File: config.mk
export PLATFORM = sky130hd
export DESIGN_NAME = rme_cordic
export DESIGN_NICKNAME = d
export VERILOG_FILES = /design/src/design/rme_pkg.sv /design/src/design/rme_cordic.sv
export SDC_FILE = /design/constraint.sdc
export NUM_CORES = 2
export LEC_CHECK = 0
export BUFFER_PORTS_ARGS = -buffer_cell sky130_fd_sc_hd__buf_2
export CORE_MARGIN = 4
export CORE_UTILIZATION = 50
export CTS_BUF_LIST = sky130_fd_sc_hd__clkbuf_4 sky130_fd_sc_hd__clkbuf_8
export CTS_CLUSTER_SIZE = 20
export DETAILED_ROUTE_END_ITERATION = 7
export HOLD_SLACK_MARGIN = 0.15
export PLACE_DENSITY = 0.65
export SKIP_LAST_GASP = 1
export SYNTH_ARGS = -nofsm -noshare
export SYNTH_HDL_FRONTEND = slang
export SYNTH_SLANG_ARGS = --single-unit
File: constraint.sdc
create_clock -name clk -period 5.72 [get_ports clk]
set_input_delay 1.43 -clock clk [delete_from_list [all_inputs] [get_ports clk]]
set_output_delay 1.43 -clock clk [all_outputs]
set_load 0.05 [all_outputs]
File: src/design/rme_pkg.sv
// Shared constants, widths and the arctangent table for the rotation matrix
// to roll/pitch/yaw converter. No dependencies.
package rme_pkg;

    localparam int IN_W = 16;
    localparam int GUARD = 12;
    // Datapath width of the CORDIC vectors; covers the growth of the gain.
    localparam int XW = 31;
    // Angle accumulator width, units of 2^-20 rad.
    localparam int ZW = 25;
    localparam int ROLL_W = 16;
    localparam int PITCH_W = 15;
    localparam int YAW_W = 16;

    localparam int CORDIC_STAGES_DEF = 16;
    localparam int TAB_LEN = 24;

    localparam logic signed [ZW-1:0] HALF_PI_Z = ZW'(1647099);
    localparam int PI_OUT = 25736;
    localparam int HALF_PI_OUT = 12868;
    localparam logic [29:0] INV_GAIN = 30'd652032874;

    function automatic logic signed [ZW-1:0] atan_entry(input int unsigned idx);
        logic [20:0] v;
        case (idx)
            0: v = 21'd823550;
            1: v = 21'd486170;
            2: v = 21'd256879;
            3: v = 21'd130396;
            4: v = 21'd65451;
            5: v = 21'd32757;
            6: v = 21'd16383;
            7: v = 21'd8192;
            8: v = 21'd4096;
            9: v = 21'd2048;
            10: v = 21'd1024;
            11: v = 21'd512;
            12: v = 21'd256;
            13: v = 21'd128;
            14: v = 21'd64;
            15: v = 21'd32;
            16: v = 21'd16;
            17: v = 21'd8;
            18: v = 21'd4;
            19: v = 21'd2;
            20: v = 21'd1;
            default: v = 21'd0;
        endcase
        return ZW'(v);
    endfunction

endpackage

File: src/design/rme_cordic.sv
// Pipelined vectoring CORDIC: one register stage per iteration, plus an
// input quadrant fold and an output rounding/saturation stage. Uses rme_pkg.
module rme_cordic
    import rme_pkg::*;
#(
    parameter int STAGES = CORDIC_STAGES_DEF,
    parameter int SIDE_W = 1,
    parameter int LIMIT = PI_OUT,
    parameter int OUT_W = 16
)
(
    input  logic                     clk,
    input  logic                     rst_n,
    input  logic                     en,
    input  logic                     valid_in,
    input  logic signed [XW-1:0]     y_in,
    input  logic signed [XW-1:0]     x_in,
    input  logic [SIDE_W-1:0]        side_in,
    output logic                     valid_out,
    output logic signed [OUT_W-1:0]  angle_out,
    output logic signed [XW-1:0]     mag_out,
    output logic [SIDE_W-1:0]        side_out
);

    localparam logic signed [ZW-1:0] LIM_Z = ZW'(LIMIT);
    localparam logic signed [ZW-1:0] PI_Z = ZW'(PI_OUT);

    logic signed [XW-1:0] x_reg [0:STAGES];
    logic signed [XW-1:0] y_reg [0:STAGES];
    logic signed [ZW-1:0] z_reg [0:STAGES];
    logic                 v_reg [0:STAGES];
    logic                 yz_reg [0:STAGES];
    logic                 xn_reg [0:STAGES];
    logic [SIDE_W-1:0]    side_reg [0:STAGES];

    logic signed [XW-1:0] x0_next;
    logic signed [XW-1:0] y0_next;
    logic signed [ZW-1:0] z0_next;

    // A vector in the left half plane is turned by a quarter turn first.
    always_comb
    begin
        x0_next = x_in;
        y0_next = y_in;
        z0_next = '0;
        if (x_in < 0)
        begin
            if (y_in >= 0)
            begin
                x0_next = y_in;
                y0_next = -x_in;
                z0_next = HALF_PI_Z;
            end
            else
            begin
                x0_next = -y_in;
                y0_next = x_in;
                z0_next = -HALF_PI_Z;
            end
        end
    end

    always_ff @(posedge clk or negedge rst_n)
    begin
        if (!rst_n)
        begin
            v_reg[0] <= 1'b0;
        end
        else if (en)
        begin
            v_reg[0] <= valid_in;
        end
    end

    always_ff @(posedge clk)
    begin
        if (en)
        begin
            x_reg[0] <= x0_next;
            y_reg[0] <= y0_next;
            z_reg[0] <= z0_next;
            yz_reg[0] <= (y_in == 0);
            xn_reg[0] <= (x_in < 0);
            side_reg[0] <= side_in;
        end
    end

    for (genvar i = 0; i < STAGES; i++)
    begin : g_iter
        logic signed [XW-1:0] xs;
        logic signed [XW-1:0] ys;
        logic signed [XW-1:0] x_next;
        logic signed [XW-1:0] y_next;
        logic signed [ZW-1:0] z_next;

        always_comb
        begin
            xs = x_reg[i] >>> i;
            ys = y_reg[i] >>> i;
            if (y_reg[i] < 0)
            begin
                x_next = x_reg[i] - ys;
                y_next = y_reg[i] + xs;
                z_next = z_reg[i] - atan_entry(i);
            end
            else
            begin
                x_next = x_reg[i] + ys;
                y_next = y_reg[i] - xs;
                z_next = z_reg[i] + atan_entry(i);
            end
        end

        always_ff @(posedge clk or negedge rst_n)
        begin
            if (!rst_n)
            begin
                v_reg[i+1] <= 1'b0;
            end
            else if (en)
            begin
                v_reg[i+1] <= v_reg[i];
            end
        end

        always_ff @(posedge clk)
        begin
            if (en)
            begin
                x_reg[i+1] <= x_next;
                y_reg[i+1] <= y_next;
                z_reg[i+1] <= z_next;
                yz_reg[i+1] <= yz_reg[i];
                xn_reg[i+1] <= xn_reg[i];
                side_reg[i+1] <= side_reg[i];
            end
        end
    end

    logic signed [ZW-1:0] z_rnd;
    logic signed [ZW-1:0] z_sel;
    logic signed [ZW-1:0] z_sat;
    logic signed [OUT_W-1:0] angle_next;
    logic signed [XW-1:0] mag_next;
    logic valid_reg;
    logic signed [OUT_W-1:0] angle_reg;
    logic signed [XW-1:0] mag_reg;
    logic [SIDE_W-1:0] side_out_reg;

    // Round half up to Q3.13; a vector on the x axis gives an exact angle.
    always_comb
    begin
        z_rnd = (z_reg[STAGES] + ZW'(64)) >>> 7;
        if (yz_reg[STAGES])
        begin
            z_sel = xn_reg[STAGES] ? PI_Z : '0;
        end
        else
        begin
            z_sel = z_rnd;
        end
        if (z_sel > LIM_Z)
        begin
            z_sat = LIM_Z;
        end
        else if (z_sel < -LIM_Z)
        begin
            z_sat = -LIM_Z;
        end
        else
        begin
            z_sat = z_sel;
        end
        angle_next = OUT_W'(z_sat);
        mag_next = (x_reg[STAGES] < 0) ? '0 : x_reg[STAGES];
    end

    always_ff @(posedge clk or negedge rst_n)
    begin
        if (!rst_n)
        begin
            valid_reg <= 1'b0;
        end
        else if (en)
        begin
            valid_reg <= v_reg[STAGES];
        end
    end

    always_ff @(posedge clk)
    begin
        if (en)
        begin
            angle_reg <= angle_next;
            mag_reg <= mag_next;
            side_out_reg <= side_reg[STAGES];
        end
    end

    assign valid_out = valid_reg;
    assign angle_out = angle_reg;
    assign mag_out = mag_reg;
    assign side_out = side_out_reg;

endmodule

==> results.yml <==
yosys:
  yosysTopAreaCell: "edfxtp_1"
  async_flop_share: 0.0122
  synth_area_leaders: "edfxtp_1, ha_1, xnor2_1"
  synth_area_sq_mm: 0.120
  yosysWarnings: 0
  synth_common_cells: "edfxtp_1, ha_1, a21oi_1"
  yosysSeqAreaShare: 0.369
  synth_cells: 12424
  synth_top_flop_cell: "edfxtp_1"
  yosys.cell_count.top_type: "edfxtp_1"
  ys_ff_latch: 1472
  syn_nets: 13895
  synth-edff-count: 1454
  synth_cell_type_count: 101
  avgSynthCellArea_sq_um: 9.63
  yosysTopAreaCellShare: 0.365
drt:
  drc: 0
  dr.pass1.iters: 8
  routed_wl_mm: 319
  routed_via_density: 5.85
  wire_per_inst_um: 19.8
  vias: 94263
  ant_nets: 0
  drtIter0Drc: 6952
global_routing:
  grt_pass1_wl_mm: 502
  grt-ovfl-total: 0
  grt_max_degree: 124
  grt_use_total: 0.250
  grt_pass1_vias: 91667
  antenna_found_initial: 9
die:
  io_pins: 116
  start_util: 0.503
  die_area_sq_mm: 0.247
  core_area_sq_mm: 0.238
  die-width_um: 497
  rows: 179
  die_h_um: 497
clocking:
  cts_root_buf: "clkbuf_8"
  clock_path_buffers: 4
  numCtsBuffers: 291
  cts_sinks: 1472
  post_cts_buffers: 0
  htreeDepth: 5
  clock_latency_ns: 1.06
  clk_pin_slew_worst_paths_ns: 0.06
  cts_tree: "done"
job:
  maxCapViolCount: 0
setup_path:
  worst_setup_path_end_kind: "flop"
  worst_path_max_delay_cell: "nor4bb_1"
  crit_type: "flop to flop"
  max_stage_delay_ns: 0.56
  arrival_ns: 5.98
  critPathMaxFanout: 6
  crit_chain: "nor3_1, nand2b_1, nor4_1, and2_1, nor4bb_1, nor2_1, xnor2_1, ha_1, a21o_1, a21o_1, a21oi_1, o21bai_1, a21oi_1, o21bai_1, o311ai_1, a31oi_1, a21o_1, a21oi_1, xnor2_1"
  worstPathRequired_ns: 6.45
  critPathLaunchType: "flop"
sta:
  setup_ws_ns: 0.475
  report.final.slew_viol_count: 0
  fin_crit_ns: 5.24
  fin_hold_ws_ns: 0.329
  period_share: 0.917
  fin_skew_ns: 0.0990
  slew_headroom: 0.254
  hold_viol: 0
  setup_violations: 0
  max_freq_ghz: 0.191
  setup-tns-final_ns: 0
  worstMarginPinSlew_ns: 1.11
  rsz0062_at_grt: "no"
cells_and_area:
  multiInputGateArea_sq_mm: 0.0723
  syn_to_final_growth_pct: 8.65
  drive_gt1_frac: 0.0613
  nNetsFinal: 14200
  largest_register_ffs: 526
  seq_area_sq_mm: 0.0441
  fill_cells: 21302
place:
  hpwl_mm: 252
  gp_congestion: 0.940
  io_buffer_count: 115
  place_ws_ns: 0.566
hold_path:
  hp-class: "primary input to asynchronous set/reset pin"
status:
  status: "complete, no violations"
## cells in the final DEF (no fill, tap or decap), types with 36 or more instances in the layout
master,synthesis,final
edfxtp_1,1454,1454
ha_1,1354,1354
a21oi_1,1291,1291
nor2_1,1206,1206
xnor2_1,1132,1132
inv_1,661,661
nand2_1,611,611
xor2_1,607,607
a21o_1,488,488
o21ai_0,463,463
nor3_1,330,330
clkbuf_8,0,298
nand3_1,236,236
nor2b_1,230,230
o21a_1,174,174
nand2b_1,168,168
o21bai_1,160,160
a31oi_1,136,136
and3_1,130,130
buf_2,6,113
o21ai_1,99,99
a211oi_1,91,91
nor4_1,92,91
buf_4,0,84
and2_1,75,75
clkbuf_4,0,73
or3_1,68,68
clkinv_1,5,63
nand4_1,61,61
mux2_2,53,53
fa_1,50,50
o41ai_1,49,49
o211ai_1,48,48
o31ai_1,46,46
or4_1,45,45
or2_2,38,38
a211o_1,37,37
mux2i_1,36,36
## worst max-delay path: cells and delay by family (launching register included)
| family | cells | cell delay [ns] |
|---|---|---|
| xor gates and xnor gates | 2 | 0.23 |
| and+or+nand+nor | 6 | 1.86 |
| adders and majority gates | 1 | 0.37 |
| DFF | 1 | 0.48 |
| AOI/OAI and AO/OA | 10 | 1.97 |
## cell families after synthesis
logic type	synth area share
AO/OA/AOI/OAI	0.181
XOR/XNOR	0.127
adder cells (fa/ha/maj)	0.150
buffers and inverters	0.0272
flip-flops	0.369
multiplexers	0.00800
other	0.0000313
AND/OR/NAND/NOR	0.138
## area by class of cell
type                    count  area share
diodes                      8    0.000154
inverters                 669      0.0193
repair buffers            209      0.0110
flip-flops and latches   1472       0.339
clock buffers             371      0.0358
clock inverters           126     0.00781
multi-input cells       10086       0.556
well taps                3167      0.0305
## per-layer routing
metal	GRT usage	part of all wire
met1	0.341	0.45
met2	0.411	0.46
met3	0.0344	0.051
met4	0.0800	0.033
met5	0	0.000094
## repair_timing
| item | in CTS | in global routing |
|---|---|---|
| hold buffers | 0 | 0 |
| setup endpoints to repair | 0 | 1 |
| resized for setup | 0 | 1 |
## metrics by stage
stage          area (sq um)  instances  utilization
3_5_place_dp         124000      15603        0.522
4_1_cts              130000      16100        0.546
6_report             130000      16108        0.546
2_1_floorplan        120000      12424            -
3_3_place_gp         124000      15603        0.522
5_1_grt              130000      16107        0.546
## worst paths after layout
path	startpoint	endpoint	slack, ns	cells past startpoint
min in group clk	side_reg[5]$_DFFE_PP_	side_reg[6]$_DFFE_PP_	0.39	0
max reg2reg	y_reg[0][292]$_DFFE_PP_	x_reg[10][30]$_DFFE_PP_	0.48	19
max in group asynchronous	rst_n	v_reg[9]$_DFFE_PN0P_	5.08	1
min reg2reg	side_reg[5]$_DFFE_PP_	side_reg[6]$_DFFE_PP_	0.39	0
max	y_reg[0][292]$_DFFE_PP_	x_reg[10][30]$_DFFE_PP_	0.48	19
min	rst_n	valid_out$_DFFE_PN0P_	0.33	1
Power is left out: the tool's default activity adds up to more than one toggle a clock period on the data nets, which glitch-free logic cannot reach.
