**src/design/rme_pkg.sv**
```systemverilog
// Shared constants, widths and the arctangent table for the rotation matrix
// to roll/pitch/yaw converter. No dependencies.
package rme_pkg;

    localparam int IN_W = 16;
    localparam int GUARD = 12;
    // Datapath width of the CORDIC vectors; covers the growth of the gain.
    localparam int XW = 31;
    // Angle accumulator width, units of 2^-20 rad.
    localparam int ZW = 25;
    localparam int ROLL_W = 16;
    localparam int PITCH_W = 15;
    localparam int YAW_W = 16;

    localparam int CORDIC_STAGES_DEF = 16;
    localparam int TAB_LEN = 24;

    localparam logic signed [ZW-1:0] HALF_PI_Z = ZW'(1647099);
    localparam int PI_OUT = 25736;
    localparam int HALF_PI_OUT = 12868;
    localparam logic [29:0] INV_GAIN = 30'd652032874;

    function automatic logic signed [ZW-1:0] atan_entry(input int unsigned idx);
        logic [20:0] v;
        case (idx)
            0: v = 21'd823550;
            1: v = 21'd486170;
            2: v = 21'd256879;
            3: v = 21'd130396;
            4: v = 21'd65451;
            5: v = 21'd32757;
            6: v = 21'd16383;
            7: v = 21'd8192;
            8: v = 21'd4096;
            9: v = 21'd2048;
            10: v = 21'd1024;
            11: v = 21'd512;
            12: v = 21'd256;
            13: v = 21'd128;
            14: v = 21'd64;
            15: v = 21'd32;
            16: v = 21'd16;
            17: v = 21'd8;
            18: v = 21'd4;
            19: v = 21'd2;
            20: v = 21'd1;
            default: v = 21'd0;
        endcase
        return ZW'(v);
    endfunction

endpackage

```
**src/design/rme_mag.sv**
```systemverilog
// Two-stage multiply of the CORDIC x output by the reciprocal gain, split
// into two 15-bit partial products. Uses rme_pkg.
module rme_mag
    import rme_pkg::*;
#(
    parameter int SIDE_W = 1
)
(
    input  logic                 clk,
    input  logic                 rst_n,
    input  logic                 en,
    input  logic                 valid_in,
    input  logic signed [XW-1:0] x_in,
    input  logic [SIDE_W-1:0]    side_in,
    output logic                 valid_out,
    output logic signed [XW-1:0] mag_out,
    output logic [SIDE_W-1:0]    side_out
);

    logic [44:0] pl_reg;
    logic [44:0] ph_reg;
    logic [44:0] pl_next;
    logic [44:0] ph_next;
    logic        v1_reg;
    logic [SIDE_W-1:0] side1_reg;
    logic [59:0] sum;
    logic signed [XW-1:0] mag_next;
    logic        valid_reg;
    logic signed [XW-1:0] mag_reg;
    logic [SIDE_W-1:0] side2_reg;

    // x is never negative here and stays below 2^30.
    assign pl_next = 45'(x_in[14:0]) * 45'(INV_GAIN);
    assign ph_next = 45'(x_in[29:15]) * 45'(INV_GAIN);
    assign sum = {ph_reg, 15'd0} + 60'(pl_reg);
    assign mag_next = XW'(sum[59:30]);

    always_ff @(posedge clk or negedge rst_n)
    begin
        if (!rst_n)
        begin
            v1_reg <= 1'b0;
            valid_reg <= 1'b0;
        end
        else if (en)
        begin
            v1_reg <= valid_in;
            valid_reg <= v1_reg;
        end
    end

    always_ff @(posedge clk)
    begin
        if (en)
        begin
            pl_reg <= pl_next;
            ph_reg <= ph_next;
            side1_reg <= side_in;
            mag_reg <= mag_next;
            side2_reg <= side1_reg;
        end
    end

    assign valid_out = valid_reg;
    assign mag_out = mag_reg;
    assign side_out = side2_reg;

endmodule

```
**config.mk**
```make
export PLATFORM = sky130hd
export DESIGN_NAME = rme_mag
export DESIGN_NICKNAME = d
export VERILOG_FILES = /design/src/design/rme_pkg.sv /design/src/design/rme_mag.sv
export SDC_FILE = /design/constraint.sdc
export NUM_CORES = 1
export LEC_CHECK = 0
export BUFFER_PORTS_ARGS = -buffer_cell sky130_fd_sc_hd__buf_4
export CELL_PAD_IN_SITES_DETAIL_PLACEMENT = 1
export CELL_PAD_IN_SITES_GLOBAL_PLACEMENT = 1
export CORE_UTILIZATION = 52
export DETAILED_ROUTE_END_ITERATION = 8
export PLACE_DENSITY_LB_ADDON = 0.3
export SLEW_MARGIN = 20
export SYNTH_ARGS = -nofsm -noshare
export SYNTH_HDL_FRONTEND = slang
export SYNTH_SLANG_ARGS = --single-unit
```
**constraint.sdc**
```tcl
create_clock -name clk -period 3 [get_ports clk]
set_input_delay 0.45 -clock clk [delete_from_list [all_inputs] [get_ports clk]]
set_output_delay 0.45 -clock clk [all_outputs]
set_load 0.05 [all_outputs]
```
==> results of run 1 <==
[kinds of logic after synthesis]
group	after synthesis
adder cells (fa/ha/maj)	640
buffers and inverters	486
AO/OA/AOI/OAI	256
AND/OR/NAND/NOR	211
XOR/XNOR	113
flip-flops	107
multiplexers	3
other	1
[metal layers]
layer / global-route usage / overflow
met1: 0.849 / 14
met3: 0.725 / 15
met4: 0.991 / 339
met5: 0.285 / 1
met2: 1.10 / 1054
[Yosys cell counts (3+ instances only)]
master and instances:
fa_1 307, nand2b_1 17, o21ai_1 12, or3_1 5
clkbuf_1 14, and4_1 4, nor2_1 51, xor2_1 49
o21bai_1 10, nand3_1 18, o31ai_1 4, a31oi_1 9
inv_1 469, o21ai_0 29, nand4_1 28, edfxtp_1 105
ha_1 333, a211oi_1 5, o211ai_1 4, a21oi_1 78
nand2_1 38, and3_1 9, a221oi_1 3, nor2b_1 10
xnor2_1 64, o21a_1 13, and2_1 4, a21o_1 58
or2_2 9, nor3_1 13
[metrics by stage]
stage | TNS [ns] | cell area [µm²] | worst slack (ns) | std cells | hold WS, ns
2_1_floorplan | -135.71 | 19700 | -2.63 | 1817 | 0.154
3_3_place_gp | -175.45 | 24000 | -3.10 | 2767 | 0.233
3_5_place_dp | -188.75 | 24000 | -3.30 | 2767 | 0.240
4_1_cts | -153.69 | 26000 | -2.77 | 2813 | 0.223
[what timing repair did]
action,CTS
setup endpoints to repair,71
hold buffers,1
setup buffers,37
endpoints found under the hold margin,2
pin swaps,139
gates resized for setup,263
==> metrics.txt, run 1 <==
status=aborted with a tool error; Stopped at=global routing; Error Message=[ERROR GRT-0232] Routing congestion too high. Check the congestion heatmap in the GUI.; compound-gate portion of the synthesized area=0.0900; post-synth top area cell=fa_1; sequential area share after synthesis=0.167; worst ep type=register input; Initial Utilization=0.534; CTS root buf=clkbuf_16; H-Tree Depth=3; Synth Area per Inst=10.6 µm²; Yosys reg bits=107; Yosys cell types=66; Syn. warnings=0; post-synthesis adder-cell area fraction=0.538; number of synthesized flops with an enable pin=105; syn_nets=2493; Global Route Usage Sum=0.894; largest net degree at the start of global routing=76; Port Buf Inserts=66; GP Congestion=1.03; total CTS buffers=9; Area contributors post-synth=fa_1, ha_1, edfxtp_1; Post-DP HPWL=63.0 mm; worst endpoint after global-route timing repair=pl_reg[38]$_DFFE_PP_/D; Num Clock Sinks=107; synthesized instance count=1817; io pins=69; row count=69; total grt overflow=1423; die height=194 µm; mux share of post-synthesis cell area=0.00170; Top FF cell, synth=edfxtp_1; post-synthesis xor/xnor area fraction=0.0516; Syn Std Cell Area=19200 µm²; die width=194 µm; largest family of logic cells by synthesized area=adder cells; share of the synthesized area in the top cell type=0.320; simple-gate area share of the yosys netlist=0.0565; Max clock buf depth=2; post-synthesis async set-or-reset flop share=0.0187
==> run 2, diff against run 1 <==
--- a/config.mk
+++ b/config.mk
@@ -6,11 +6,9 @@
 export NUM_CORES = 1
 export LEC_CHECK = 0
 export BUFFER_PORTS_ARGS = -buffer_cell sky130_fd_sc_hd__buf_4
-export CELL_PAD_IN_SITES_DETAIL_PLACEMENT = 1
-export CELL_PAD_IN_SITES_GLOBAL_PLACEMENT = 1
-export CORE_UTILIZATION = 52
+export CORE_UTILIZATION = 40
 export DETAILED_ROUTE_END_ITERATION = 8
-export PLACE_DENSITY_LB_ADDON = 0.3
+export PLACE_DENSITY_LB_ADDON = 0.15
 export SLEW_MARGIN = 20
 export SYNTH_ARGS = -nofsm -noshare
 export SYNTH_HDL_FRONTEND = slang
==> metrics.txt, run 2 <==
dpl ws=-3.10 ns; crit-path max FO=3; post-synthesis async set-or-reset flop share=0.0187; most frequent cells in the layout=buf_4, inv_1, fa_1; Core Footprint=47000 µm²; Slowest cell on crit path=fa_1; Clk Latency, worst-skew pair=0.37 ns; Yosys cell types=66; die width=221 µm; crit path DAT=5.67 ns; Max clock buf depth=2; total grt overflow=0; status=complete, but fails checks; Synth top cells by count=inv_1, ha_1, fa_1, edfxtp_1, a21oi_1; sequential area share after synthesis=0.167; area growth from synthesis to layout=37.0%; Fin. Hold Viols=0; Setup Skew=0.0151 ns; GP Congestion=0.970; commonest non-fill, non-tap cell in the layout=buf_4; DR WL/cell=17.7 µm; synthesized instance count=1817; Num Clock Sinks=107; final setup margin=-2.55 ns; total negative slack=-140.83 ns; Max Slew Vio Count=0; Slew HR=0.605; CTS root buf=clkbuf_16; first-pass GRT wire length=85.4 mm; final non-filler cell total=2973; number of flip-flops in the largest register=44; Yosys reg bits=107; violated checks=setup timing; Global Route Usage Sum=0.226; Hold WC Path Type=in2reg; flop2flop setup slack=0.22 ns; via count=14049; Area contributors post-synth=fa_1, ha_1, edfxtp_1; row count=79; total CTS buffers=9; CP max stage delay=0.57 ns; CP endpoint kind=register; Req. time, crit path=3.13 ns; die area=48800 µm²; hold slack=0.252 ns; Final setup viols=67; share of the synthesized area in the top cell type=0.320; Syn. warnings=0; via/cell ratio=4.73; Syn Std Cell Area=19200 µm²; CTS tree=done; startpoint types=input port; Post-DP HPWL=46.9 mm; number of DRC markers in iteration 0=439; H-Tree Depth=3; Port Buf Inserts=66; Final ANT Viol Nets=0; Synth Area per Inst=10.6 µm²; fin crit share=1.85; maxcap violations=0; antenna cells=0; Worst setup endpoint=pl_reg[38]; die height=221 µm; Worst Setup SP=x_in[6]; Top FF cell, synth=edfxtp_1; critical path type=in2reg; vias in the first global route=15808; reg2reg end=mag_out[24]; io pins=69; crit-path cells=buf_8 > fa_2 > fa_1 > inv_2 > fa_1 > inv_2 > fa_1 > fa_1 > fa_1 > ha_4 > and4_1 > a221o_1 > a21o_1 > a2111oi_4 > a311oi_2 > a211oi_2 > o21bai_1 > xor2_1; syn_nets=2493; RSZ-0062 raised after global routing=yes; slew of the pin with the lowest slew margin=0.592 ns; clock-pin slew of the registers on the worst-case setup and hold paths=0.08 ns; nets=3037; initial antenna violation count=0; minimum clock period=5.55 ns; DRC=0; placed insts=2924; largest net degree at the start of global routing=46; post-synth top area cell=fa_1; layout cells sized above 1=0.357; maximum clock frequency=180 MHz; origin of the critical flop-to-flop path=pl_reg[25]; R2R cell count=10; CP dominant cell by count=fa_1; number of synthesized flops with an enable pin=105; Initial Utilization=0.409; most frequent cell after synthesis=inv_1; DR pass1 iterations=4; DRT Wirelength=52.6 mm
-- run 2: cell counts after synthesis --
No cell type changed its count.
-- run 2: worst min path at each step --
| stage | start | slack (ns) | endpoint | cells past startpoint |
|---|---|---|---|---|
| floorplan | rst_n | 0.15 | v1_reg | 0 |
| global placement | rst_n | 0.23 | valid_out | 1 |
| finish | side_in | 0.25 | side1_reg | 1 |
| CTS | side_in | 0.23 | side1_reg | 1 |
| detailed placement | rst_n | 0.23 | valid_out | 1 |
| global route | side_in | 0.23 | side1_reg | 1 |
-- run 2: per-layer routing --
layer,up-vias,share of wire,wire [µm],global-route usage
met1,6848,0.43,22500,0.276
li1,6956,-,-,-
met5,-,0,0,0
met3,77,0.022,1170,0.0216
met2,168,0.52,27400,0.416
met4,0,0.031,1620,0.0735
-- run 2: critical path: cells and delay by family --
family	cells	cell delay, ns
AO/OA/AOI/OAI	6	1.37
AND/OR/NAND/NOR	1	0.20
adder cells (fa/ha/maj)	7	3.27
XOR/XNOR	1	0.16
buffers and inverters	3	0.20
-- run 2: through the flow --
stage               cell area [µm²]  utilization
detailed placement            24300        0.519
CTS                           25700        0.547
global placement              24300        0.519
finish                        26300        0.560
global route                  26300        0.560
floorplan                     19700            -
-- run 2: logic make-up (layout without fill, tap and decap cells) --
family / count (synthesis) / in the layout / synth area share
adders and majority gates: 640 / 640 / 0.538
buffers and inverters: 486 / 1035 / 0.0954
AOI/OAI and AO/OA: 256 / 256 / 0.0900
and+or+nand+nor: 211 / 211 / 0.0565
xor gates and xnor gates: 113 / 113 / 0.0516
DFF: 107 / 107 / 0.167
muxes: 3 / 3 / 0.00170
other: 1 / 1 / 0.000195
-- run 2: timing repair --
item,in CTS,in global routing
endpoints found under the hold margin,2,0
hold buffers,1,0
pin swaps,108,101
setup buffers,16,22
gates cloned,0,0
resized for setup,179,107
endpoints found under the setup margin,67,68
-- run 2: layout make-up --
type	instances	area (µm²)
fillers	4096	20700
multi-input cells	1224	15800
repair buffers	550	4410
flip-flops and latches	107	3200
inverters	469	1790
well taps	607	759
clock buffers	9	225
clock inverters	7	80.1
Power of run 2 is not shown: default switching activity piles up to over one toggle a cycle in this logic, so the estimate is an artifact.
==> run 3, diff against run 2 <==
--- a/config.mk
+++ b/config.mk
@@ -8,7 +8,6 @@
 export BUFFER_PORTS_ARGS = -buffer_cell sky130_fd_sc_hd__buf_4
 export CORE_UTILIZATION = 40
 export DETAILED_ROUTE_END_ITERATION = 8
-export PLACE_DENSITY_LB_ADDON = 0.15
 export SLEW_MARGIN = 20
 export SYNTH_ARGS = -nofsm -noshare
 export SYNTH_HDL_FRONTEND = slang
==> metrics.txt, run 3 (synthesis gave the netlist of run 2 again) <==
maximum clock frequency=178 MHz; minimum clock period=5.62 ns; fin crit share=1.87; antenna cells=0; Setup Skew=0.0148 ns; total CTS buffers=9; GP Congestion=0.997; total grt overflow=0; Port Buf Inserts=66; Hold WC Path Type=in2reg; die height=221 µm; nets=3033; Num Clock Sinks=107; first-pass GRT wire length=83.0 mm; Initial Utilization=0.409; RSZ-0062 raised after global routing=yes; status=complete, but fails checks; Core Footprint=47000 µm²; commonest non-fill, non-tap cell in the layout=buf_4; initial antenna violation count=0; DR pass1 iterations=5; final setup margin=-2.62 ns; number of flip-flops in the largest register=44; via/cell ratio=4.83; clock-pin slew of the registers on the worst-case setup and hold paths=0.08 ns; CTS root buf=clkbuf_16; Fin. Hold Viols=0; Global Route Usage Sum=0.216; io pins=69; vias in the first global route=15871; CP endpoint kind=register; Clk Latency, worst-skew pair=0.36 ns; Req. time, crit path=3.12 ns; Final setup viols=67; DRT Wirelength=51.2 mm; final non-filler cell total=2969; DR WL/cell=17.2 µm; crit-path max FO=4; Final ANT Viol Nets=0; Max Slew Vio Count=0; row count=79; violated checks=setup timing; startpoint types=input port; Max clock buf depth=2; H-Tree Depth=3; placed insts=2916; Final Instance Area=26300 µm²; DRC=0; area growth from synthesis to layout=37.0%; maxcap violations=0; CTS tree=done; most frequent cells in the layout=buf_4, inv_1, fa_1; die width=221 µm; layout cells sized above 1=0.350; die area=48800 µm²; Post-DP HPWL=44.9 mm; critical path type=in2reg; Placed Area=24300 µm²; crit path DAT=5.74 ns; number of DRC markers in iteration 0=516; largest net degree at the start of global routing=49; via count=14351
[run 3: cell type report]
| type | count | area, µm² |
|---|---|---|
| Clock buffer | 9 | 225 |
| Clock inverter | 7 | 91.3 |
| Fill cell | 3934 | 20700 |
| Inverter | 469 | 1800 |
| Multi-Input combinational cell | 1224 | 15700 |
| Sequential cell | 107 | 3200 |
| Tap cell | 607 | 759 |
| Timing Repair Buffer | 546 | 4470 |
[run 3: stage by stage]
step           setup TNS (ns)   util  hold slack (ns)  setup WS [ns]
2_1_floorplan         -135.71      -            0.154          -2.63
3_3_place_gp          -170.57  0.517            0.233          -2.98
3_5_place_dp          -173.59  0.517            0.233          -3.07
4_1_cts               -141.74  0.546            0.248          -2.56
5_1_grt               -153.53  0.560            0.245          -2.78
6_report              -144.52  0.560            0.263          -2.62
[run 3: worst paths after layout]
| path | start | to | slack [ns] | depth (start not counted) |
|---|---|---|---|---|
| setup / recovery | x_in[15] | ph_reg[36] | -2.62 | 20 |
| hold / removal | side_in | side1_reg | 0.26 | 1 |
| setup reg to reg | pl_reg[29] | mag_out[28] | 0.25 | 11 |
| hold reg to reg | side1_reg | side_out | 0.43 | 0 |
| max in group asynchronous | rst_n | valid_out | 2.50 | 2 |
| min in group asynchronous | rst_n | v1_reg | 0.42 | 2 |
[run 3: repair_timing]
item	CTS	global route
hold buffers	1	0
hold endpoints to repair	2	0
setup buffers	30	19
pin swaps	94	92
endpoints found under the setup margin	67	67
resized for setup	188	107
[run 3: routing by layer]
layer  share of wire  track usage  vias to the layer above
met5               0            0                        -
met4           0.035       0.0781                        0
met3           0.022       0.0165                       86
met2            0.51        0.384                      224
met1            0.44        0.276                     7077
li1                -            -                     6964
[run 3: worst max-delay path, stage by stage]
cell and delay, ns:
buf_12 0.10, inv_12 0.03, fa_1 0.54, inv_2 0.04, fa_1 0.46, fa_1 0.54, fa_1 0.44, fa_1 0.51
inv_2 0.04, fa_1 0.51, inv_2 0.04, ha_4 0.30, nand4_1 0.17, o21bai_4 0.21, a41oi_4 0.18, o41ai_4 0.43
a31oi_2 0.19, o31a_1 0.30, buf_4 0.15, xnor2_2 0.11
Power of run 3 is left out for the same reason.
